## src/rtl/tri_sqrt_stage.sv

```systemverilog
// One restoring step of an integer square root on a 64-bit radicand.
module tri_sqrt_stage #(
  parameter int STEP = 0
) (
  input  logic        clk,
  input  logic [63:0] rem_in,
  input  logic [63:0] res_in,
  output logic [63:0] rem_out,
  output logic [63:0] res_out
);
  localparam logic [63:0] BIT = 64'd1 << (62 - 2 * STEP);
  logic [63:0] trial;
  assign trial = res_in + BIT;
  always_ff @(posedge clk) begin
    if (rem_in >= trial) begin
      rem_out <= rem_in - trial;
      res_out <= (res_in >> 1) + BIT;
    end else begin
      rem_out <= rem_in;
      res_out <= res_in >> 1;
    end
  end
endmodule

```

## config.mk

```make
export PLATFORM = sky130hd
export DESIGN_NAME = tri_sqrt_stage
export DESIGN_NICKNAME = d
export VERILOG_FILES = /design/src/rtl/tri_sqrt_stage.sv
export SDC_FILE = /design/constraint.sdc
export NUM_CORES = 1
export LEC_CHECK = 0
export BUFFER_PORTS_ARGS = -buffer_cell sky130_fd_sc_hd__buf_2
export CORE_MARGIN = 4
export CORE_UTILIZATION = 30
export CTS_CLUSTER_SIZE = 25
export DETAILED_ROUTE_END_ITERATION = 10
export PLACE_DENSITY_LB_ADDON = 0.12
export SYNTH_ARGS = -nofsm -noshare
export SYNTH_HDL_FRONTEND = slang
export SYNTH_SLANG_ARGS = --single-unit
```

## constraint.sdc

```tcl
create_clock -name clk -period 4.3 [get_ports clk]
set_input_delay 0 -clock clk [delete_from_list [all_inputs] [get_ports clk]]
set_output_delay 0 -clock clk [all_outputs]
set_load 0.01 [all_outputs]
```

==> out/qor.yml, run 1 <==
outcome:
  status: "finished, final reports clean"
logic_synthesis:
  synth_area_leader_cell: "dfxtp_1"
  netlist_area_sq_mm: 0.007328
  ys_seq_elements: 128
  synth_fa_ha_area_share_pct: 11.20
  syn_area_per_cell_sq_um: 8.281
  synth_nets: 1079
  async_flop_share_pct: 0
  yosys.area_share.simple_pct: 15.49
  synth_compound_area_share_pct: 23.27
  synth_enable_flop_cells: 0
  synth_flop_cell: "dfxtp_1"
  ys_top_cells_by_area: "dfxtp_1, ha_1, a21oi_1"
  synth_seq_area_share_pct: 34.97
  synth_top_area_share_pct: 34.97
  synthMuxAreaShare_pct: 2.288
  yosys_warnings: 0
  synth_top_family_by_area: "compound AO/OA/AOI/OAI gates"
  postSynthCellCount: 885
  ys_types: 58
  synthXorXnorAreaFrac_pct: 6.693
clock_network:
  cts_tree: "built"
  postCtsSetupBuffers: 0
  cts_resized: 0
  cts_hold_buf: 128
  cts_buffer_depth: 2
  path_clk_slew_ns: 0.06
  cts_sinks: 128
  root_buffer: "clkbuf_16"
  cts_htree_levels: 4
  cts_made_buffers: 17
timing:
  setup_viol: 0
  period_share_pct: 89.02
  timing.slew.headroom_pct: 42.30
  whs_ns: 0.08523
  rsz0062_at_grt: "no"
  tightestPinTransition_ns: 0.8543
  drv_slew: 0
  max_freq_ghz: 0.2613
  tns_ns: 0
  finalHoldViolCount: 0
  layout_min_cycle_time_ns: 3.828
place:
  gp_congestion: 0.8783
  place_area_sq_mm: 0.008900
  io_buffers: 256
  place_hpwl_mm: 18.00
power:
  peakVddDrop_uv: 207.9
  p_total_mw: 4.154
  p_leak_nw: 5.306
  p_per_area_mw_per_mm2: 384.0
cells_and_area:
  fillers: 2408
  insertedDiodeCount: 0
  fin_nets: 1451
  layout-drive-gt1-share_pct: 24.65
  fin_area_sq_mm: 0.01082
  area_growth_pct: 47.60
worst_setup_path:
  crit_path_end_kind: "register"
  path_delay_family: "buffers and inverters"
  worstPathMaxFanout: 29
  worstSetupPathType: "in -> reg"
  cp.required_ns: 4.61
  critPathArrivalTime_ns: 4.14
  slowest_stage: "o41ai_1"
  crit_chain: "dlygate4sd3_1 > buf_2 > inv_1 > ha_1 > o211ai_1 > a21oi_1 > o41ai_1 > nor4bb_1 > nor3_2 > o21ai_1 > o41ai_4 > buf_4 > nor2_1 > a21oi_1 > dlygate4sd3_1"
  max_stage_delay_ns: 0.76
  path_buf_inv: 5
  cp-start-kind: "primary input"
drt:
  vias: 7356
  avgViaCountPerCell: 4.629
  routedWlPerCell_um: 14.64
  first_pass_iters: 4
  drc_errors: 0
  antenna_left: 0
  drt_iter0_markers: 372
  drt_wl_total_mm: 23.26
run:
  maxCapViolations: 0
grt:
  grt_max_degree: 39
  grt_pass1_wl_mm: 37.70
  first_global_vias: 7534
  overflow: 0
  antenna_found_initial: 0
  grt.total_usage_pct: 17.22
worst_hold_path:
  hold_end: "rem_out[1]"
  whs_path_depth: 4
  min-delay-start: "res_in[0]"
  holdCritPathClass: "in -> reg"
die:
  die-area_sq_mm: 0.02699
  start_util_pct: 30.85
  core-area_sq_mm: 0.02375
  die_x_um: 164.3
  io_pins: 257
  rows: 56
  dieHeight_um: 164.3
power by group:
part / internal, mW / total, mW / switching, mW
registers: 1.34 / 1.38 / 0.0354
logic: 0.553 / 1.22 / 0.665
clock network: 0.978 / 1.56 / 0.579
stage by stage:
stage | cells | util, % | setup slack (ns)
after floorplan | 885 | - | 1.580
after global placement | 1429 | 37.47 | 0.8689
after detailed placement | 1429 | 37.47 | 0.7733
after CTS | 1589 | 45.54 | 0.4696
after global routing | 1589 | 45.54 | 0.1445
final | 1589 | 45.54 | 0.4723
worst max path at each step:
stage | startpoint | end | slack, ns | depth (start not counted)
after floorplan | res_in[16] | rem_out[60] | 1.58 | 12
after global placement | rem_in[0] | rem_out[61] | 0.87 | 15
after detailed placement | rem_in[0] | rem_out[61] | 0.77 | 15
after CTS | rem_in[0] | rem_out[0] | 0.47 | 16
after global routing | res_in[3] | rem_out[0] | 0.14 | 15
final | res_in[3] | rem_out[0] | 0.47 | 15
tightest hold or removal path: stages:
cell	delay (ns)
buf_2	0.08
ha_1	0.17
fa_1	0.16
a21oi_1	0.05
state kept, by name, indices dropped and copies added, names as in the netlist:
signal   flops
res_out     64
rem_out     64
cells in the mapped netlist, types with 5 or more instances:
cell        n
a21boi_0    5
a21o_1     49
a21oi_1   111
a31oi_1     7
a41oi_1     5
and2_1     10
and3_1     13
buf_2      11
clkbuf_1   25
dfxtp_1   128
ha_1       64
inv_1      78
mux2_2     10
nand2_1    52
nand3_1    14
nand4_1    18
nor2_1     82
nor2b_1    10
nor3_1     11
o211ai_1    7
o21a_1      7
o21ai_0    40
o21bai_1   11
o31a_1      5
xnor2_1    36
xor2_1     20
area by class of cell:
type	count	area [sq um]	area share, %
multi-input cells	642	4319	39.93
repair buffers	390	2608	24.11
flip-flops and latches	128	2562	23.69
clock buffers	21	480.5	4.442
well taps	319	399.1	3.690
inverters	78	292.8	2.707
clock inverters	11	155.1	1.434
per-layer routing:
| metal | up-vias | part of all wire, % | GRT usage, % |
|---|---|---|---|
| li1 | 3850 | - | - |
| met1 | 3310 | 48 | 23.04 |
| met2 | 172 | 45 | 28.03 |
| met3 | 24 | 4.9 | 3.463 |
| met4 | 0 | 1.6 | 5.147 |
| met5 | - | 0 | 0 |
cells in the final DEF, fill, tap and decap left out, types with 5 or more instances in the layout:
cell           count
a21boi_0           5
a21o_1            49
a21oi_1          111
a31oi_1            7
a41oi_1            5
and2_1            10
and3_1            13
buf_2            256
buf_4              6
clkbuf_16         17
dfxtp_1          128
dlygate4sd3_1    128
ha_1              64
inv_1             78
mux2_2            10
nand2_1           52
nand3_1           14
nand4_1           18
nor2_1            82
nor2b_1           10
nor3_1            11
o211ai_1           7
o21a_1             7
o21ai_0           40
o21bai_1          11
o31a_1             5
xnor2_1           36
xor2_1            20
kinds of logic (layout without fill, tap and decap cells):
family	Yosys count	after routing
and+or+nand+nor	234	234
adders and majority gates	65	65
xor gates and xnor gates	56	56
muxes	15	15
buffers and inverters	115	500
AOI/OAI and AO/OA	272	272
DFF	128	128
Note: power is estimated with default switching activity, not from simulation.
==> run 2, diff against run 1 <==
- ABC_AREA: unset -> 1
- BUFFER_PORTS_ARGS: -buffer_cell sky130_fd_sc_hd__buf_2 -> unset
- DONT_BUFFER_PORTS: unset -> 1
==> out/qor.yml, run 2 <==
timing:
  tightestPinTransition_ns: 0.6337
  max_freq_ghz: 0.2810
  rsz0062_at_grt: "no"
  timing.slew.headroom_pct: 57.43
  period_share_pct: 82.76
  tns_ns: 0
  layout_min_cycle_time_ns: 3.559
  setup_viol: 0
  drv_slew: 0
  finalHoldViolCount: 0
cells_and_area:
  fin_nets: 2042
  area_growth_pct: 23.08
  layout-drive-gt1-share_pct: 3.498
  insertedDiodeCount: 0
  final_common_cell: "nand2_1"
  fin_area_sq_mm: 0.01191
  reg.largest.list: "rem_out x64, res_out x64"
  layout_common_cells: "nand2_1, inv_1, dlygate4sd3_1, dfxtp_1, nor2_1"
clock_network:
  cts_sinks: 128
  cts_resized: 0
  path_clk_slew_ns: 0.06
  cts_hold_buf: 128
  cts_tree: "built"
  cts_made_buffers: 17
  cts_htree_levels: 4
  root_buffer: "clkbuf_16"
  postCtsSetupBuffers: 0
  cts_buffer_depth: 2
grt:
  overflow: 0
  grt.total_usage_pct: 21.86
  antenna_found_initial: 0
  grt_pass1_wl_mm: 58.97
  grt_max_degree: 39
  first_global_vias: 10180
worst_setup_path:
  cp-start-kind: "primary input"
  cp.required_ns: 4.63
  crit_path_end_kind: "register"
  critPathArrivalTime_ns: 3.89
  worstSetupPathType: "in -> reg"
  worstPathMaxFanout: 38
place:
  place_area_sq_mm: 0.01011
  gp_congestion: 0.9285
  place_hpwl_mm: 32.64
  io_buffers: 0
logic_synthesis:
  yosys-top-cells-count: "nand2_1, inv_1, dfxtp_1, nor2_1, nand3_1"
  async_flop_share_pct: 0
  synth_top_family_by_area: "simple AND/OR/NAND/NOR gates"
  netlist_area_sq_mm: 0.009677
  synth_top_area_share_pct: 29.56
  yosys.area_share.simple_pct: 42.55
  yosys_warnings: 0
  synthMuxAreaShare_pct: 0
  synth_area_leader_cell: "nand2_1"
  synth_compound_area_share_pct: 2.728
  postSynthCellCount: 1712
  synth_fa_ha_area_share_pct: 8.482
  yosysMostFrequentCell: "nand2_1"
  synthXorXnorAreaFrac_pct: 2.896
  syn_area_per_cell_sq_um: 5.652
  synth_seq_area_share_pct: 26.48
  ys_types: 29
  ys_top_cells_by_area: "nand2_1, dfxtp_1, inv_1"
  synth_enable_flop_cells: 0
  synth_flop_cell: "dfxtp_1"
  ys_seq_elements: 128
  synth_nets: 1906
drt:
  drc_errors: 0
  drt_wl_total_mm: 38.63
  first_pass_iters: 5
  antenna_left: 0
  routedWlPerCell_um: 17.09
  avgViaCountPerCell: 4.368
  drt_iter0_markers: 470
  vias: 9872
power:
  p_int_mw: 2.541
  seq_power_share_pct: 37.5
  comb_power_share_pct: 29.6
  clkPwrFrac_pct: 32.9
  p_per_area_mw_per_mm2: 336.8
  peakVddDrop_uv: 293.4
  swShare_pct: 36.65
  p_leak_nw: 7.092
  power.switching_mw: 1.470
die:
  dieHeight_um: 187.6
  core-area_sq_mm: 0.03172
  die_x_um: 187.6
  die-area_sq_mm: 0.03519
  io_pins: 257
  start_util_pct: 30.51
  rows: 65
worst_hold_path:
  holdCritPathClass: "in -> reg"
run:
  maxCapViolations: 0
outcome:
  status: "finished, final reports clean"
## run 2: cell count changes after synthesis, moves of 25 or more
cell and change:
clkbuf_1 -25, nand3_1 +65, xnor2_1 -34, nor2_1 +30, o21ai_0 -33, a21oi_1 -68
inv_1 +323, a21o_1 -49, nand2_1 +710
## run 2: final cells by class
type                       instances  area (sq um)
fill                            3636         19810
multi-input combinational       1164          5483
sequential                       128          2562
inverter                         407          1530
timing repair buffer             130          1309
tap                              402         503.0
clock buffer                      23         488.0
clock inverter                     6         35.03
## run 2: power groups by stage
stage / Combinational (mW) / Sequential [mW] / Clock, mW
final: 1.19 / 1.51 / 1.32
after global routing: 1.36 / 1.52 / 1.42
after CTS: 1.20 / 1.51 / 1.37
after detailed placement: 1.09 / 1.53 / 0
after global placement: 1.09 / 1.54 / 0
after floorplan: 0.785 / 1.50 / 0
## run 2: stage by stage
step                util (%)  power (mW)  worst slack [ns]  hold slack [ns]  instances
detailed placement     31.86       2.625             1.286          0.02779       2103
global route           37.55       4.296            0.5530          0.02067       2260
global placement       31.86       2.628             1.321          0.02780       2103
finish                 37.55       4.011            0.7414          0.01787       2260
CTS                    37.55       4.080            0.8058        0.0006989       2260
floorplan                  -       2.289             2.453          0.02772       1712
## run 2: worst paths after layout
path	from	end	slack [ns]	cells past startpoint
worst min-delay path	res_in[5]	rem_out[5]	0.02	5
worst max-delay path	rem_in[0]	rem_out[0]	0.74	18
## run 2: kinds of logic (layout without fill, tap and decap cells)
| family | after synthesis | in the layout |
|---|---|---|
| fa+ha+maj | 65 | 65 |
| compound gates | 52 | 52 |
| simple gates | 1015 | 1015 |
| flops | 128 | 128 |
| xor+xnor | 32 | 32 |
| buf+inv | 420 | 566 |
## run 2: critical path: stages
cell and delay, ns:
dlygate4sd3_1 0.54, inv_1 0.06, ha_1 0.23, fa_1 0.43, inv_1 0.11, nand3_1 0.11, nand2_4 0.12, nand2_2 0.05
nand2_2 0.11, nand2_1 0.08, nand2_2 0.14, nand2_2 0.07, nand3_2 0.11, nand2_2 0.07, nand2_4 0.45, buf_4 0.44
o21ai_0 0.12, dlygate4sd3_1 0.57
## run 2: routing by layer
| metal | track usage, % | vias up | part of all wire [%] |
|---|---|---|---|
| met1 | 27.86 | 4308 | 46 |
| li1 | - | 5299 | - |
| met5 | 0 | - | 0 |
| met2 | 37.98 | 235 | 48 |
| met4 | 6.663 | 0 | 2.1 |
| met3 | 3.518 | 30 | 3.8 |
==> run 3, diff against run 2 <==
- ABC_AREA: 1 -> 0
- clock period: 4.3 -> 2.88 ns (I/O delays scaled with it)
==> out/qor.yml, run 3 (synthesis results as in run 1) <==
power:
  peakVddDrop_uv: 241.0
  p_per_area_mw_per_mm2: 590.0
  p_total_mw: 6.042
  p_leak_nw: 4.767
timing:
  rsz0062_at_grt: "no"
  timing.slew.headroom_pct: 62.96
  setup_viol: 0
  whs_ns: -0.2409
  drv_slew: 0
  period_share_pct: 91.16
  finalHoldViolCount: 1
  setup_slack_ns: 0.2545
  layout_min_cycle_time_ns: 2.625
  max_freq_ghz: 0.3809
  tightestPinTransition_ns: 0.5498
clock_network:
  cts_sinks: 128
  cts_hold_buf: 128
  cts_htree_levels: 4
  cts_buffer_depth: 2
  path_clk_slew_ns: 0.06
  cts_tree: "built"
  cts_made_buffers: 17
  root_buffer: "clkbuf_16"
cells_and_area:
  fillers: 2407
  layout-drive-gt1-share_pct: 13.74
  seqCellArea_sq_mm: 0.002562
  insertedDiodeCount: 0
  multi_input_area_sq_mm: 0.004337
  fin_nets: 1287
  reg.largest.list: "rem_out x64, res_out x64"
  layout_common_cells: "dlygate4sd3_1, dfxtp_1, a21oi_1, buf_4, nor2_1"
  area_growth_pct: 39.73
die:
  rows: 56
  start_util_pct: 30.85
  dieHeight_um: 164.3
  die-area_sq_mm: 0.02699
  core-area_sq_mm: 0.02375
  die_x_um: 164.3
  io_pins: 257
worst_setup_path:
  critPathArrivalTime_ns: 2.94
  endpoint: "rem_out[49]"
  crit_chain: "inv_1 > ha_1 > buf_4 > a21oi_1 > o21ai_0 > a31oi_1 > a21oi_1 > nor4b_1 > buf_4 > o31a_1 > o21ai_0 > a221oi_1 > xor2_1 > a21oi_1"
  cp-start-kind: "primary input"
  crit_path_end_kind: "register"
  cp.required_ns: 3.19
  worstSetupPathType: "in -> reg"
  max_stage_delay_ns: 0.40
  crit_path_frequent_cell: "a21oi_1"
  worstPathMaxFanout: 3
  critPathLaunch: "res_in[6]"
  path_buf_inv: 3
  path_delay_family: "compound AO/OA/AOI/OAI gates"
  slowest_stage: "a31oi_1"
  crit_cells: 14
place:
  place_hpwl_mm: 18.34
  pre_cts_slack_ns: -0.2407
  gp_congestion: 0.8321
  io_buffers: 0
worst_hold_path:
  holdCritPathClass: "in -> reg"
  min-delay-start: "rem_in[0]"
drt:
  drt_wl_total_mm: 23.88
  avgViaCountPerCell: 4.774
  drc_errors: 0
  antenna_left: 0
  drt_iter0_markers: 315
  first_pass_iters: 5
  vias: 6803
  routedWlPerCell_um: 16.76
outcome:
  status: "finished with violations"
  failed_checks: "hold timing"
grt:
  antenna_found_initial: 0
  grt_pass1_wl_mm: 37.55
  grt_max_degree: 20
  grt.total_usage_pct: 17.50
  overflow: 0
  first_global_vias: 7237
run:
  maxCapViolations: 0
[run 3: cell count changes in the layout (fill, tap and decap cells not counted), moves of 49 or more]
cell     previous run  this run
nand3_1            79        14
a21oi_1            43       111
nand2_1           762        52
inv_1             401        78
a21o_1              0        49
buf_4               1        95
[run 3: how the worst min path moves through the flow]
stage / slack, ns / to / cells after the start
2_1_floorplan: 0.03 / res_out[0] / 0
3_3_place_gp: 0.03 / res_out[55] / 0
3_5_place_dp: 0.03 / res_out[14] / 0
4_1_cts: -0.26 / rem_out[0] / 2
5_1_grt: -0.24 / rem_out[0] / 2
6_report: -0.24 / rem_out[0] / 2
[run 3: what timing repair did]
action / 4_1_cts / 5_1_grt
gates resized for setup: 0 / 5
endpoints found under the setup margin: 0 / 28
setup buffers: 0 / 4
hold endpoints to repair: 128 / 1
[run 3: area by class of cell]
type | count | area share, %
multi-input combinational | 642 | 42.35
sequential | 128 | 25.02
timing repair buffer | 226 | 19.98
clock buffer | 17 | 4.154
tap | 319 | 3.898
inverter | 78 | 2.859
clock inverter | 15 | 1.735
[run 3: power by group]
part | total, mW | switching [mW] | internal (mW) | leakage [nW]
logic | 1.56 | 0.780 | 0.779 | 3.39
registers | 2.23 | 0.221 | 2.01 | 1.08
clock network | 2.25 | 0.946 | 1.31 | 0.293
total | 6.04 | 1.95 | 4.09 | 4.77
[run 3: through the flow]
stage | std cells | area (sq um) | utilization [%] | hold WS, ns | TNS, ns
5_1_grt | 1425 | 10240 | 43.11 | -0.2419 | 0
4_1_cts | 1421 | 10190 | 42.89 | -0.2566 | 0
3_3_place_gp | 1261 | 8304 | 34.96 | 0.02780 | -4.405
6_report | 1425 | 10240 | 43.11 | -0.2409 | 0
2_1_floorplan | 885 | 7328 | - | 0.02772 | 0
3_5_place_dp | 1261 | 8304 | 34.96 | 0.02779 | -8.314
[run 3: per-layer routing]
metal  GRT usage (%)  vias up  part of all wire [%]
met4           4.651        0                   1.1
met5               0        -                     0
met1           23.35     3084                    47
met2           28.07      181                    46
met3           4.567       18                   6.1
li1                -     3520                     -
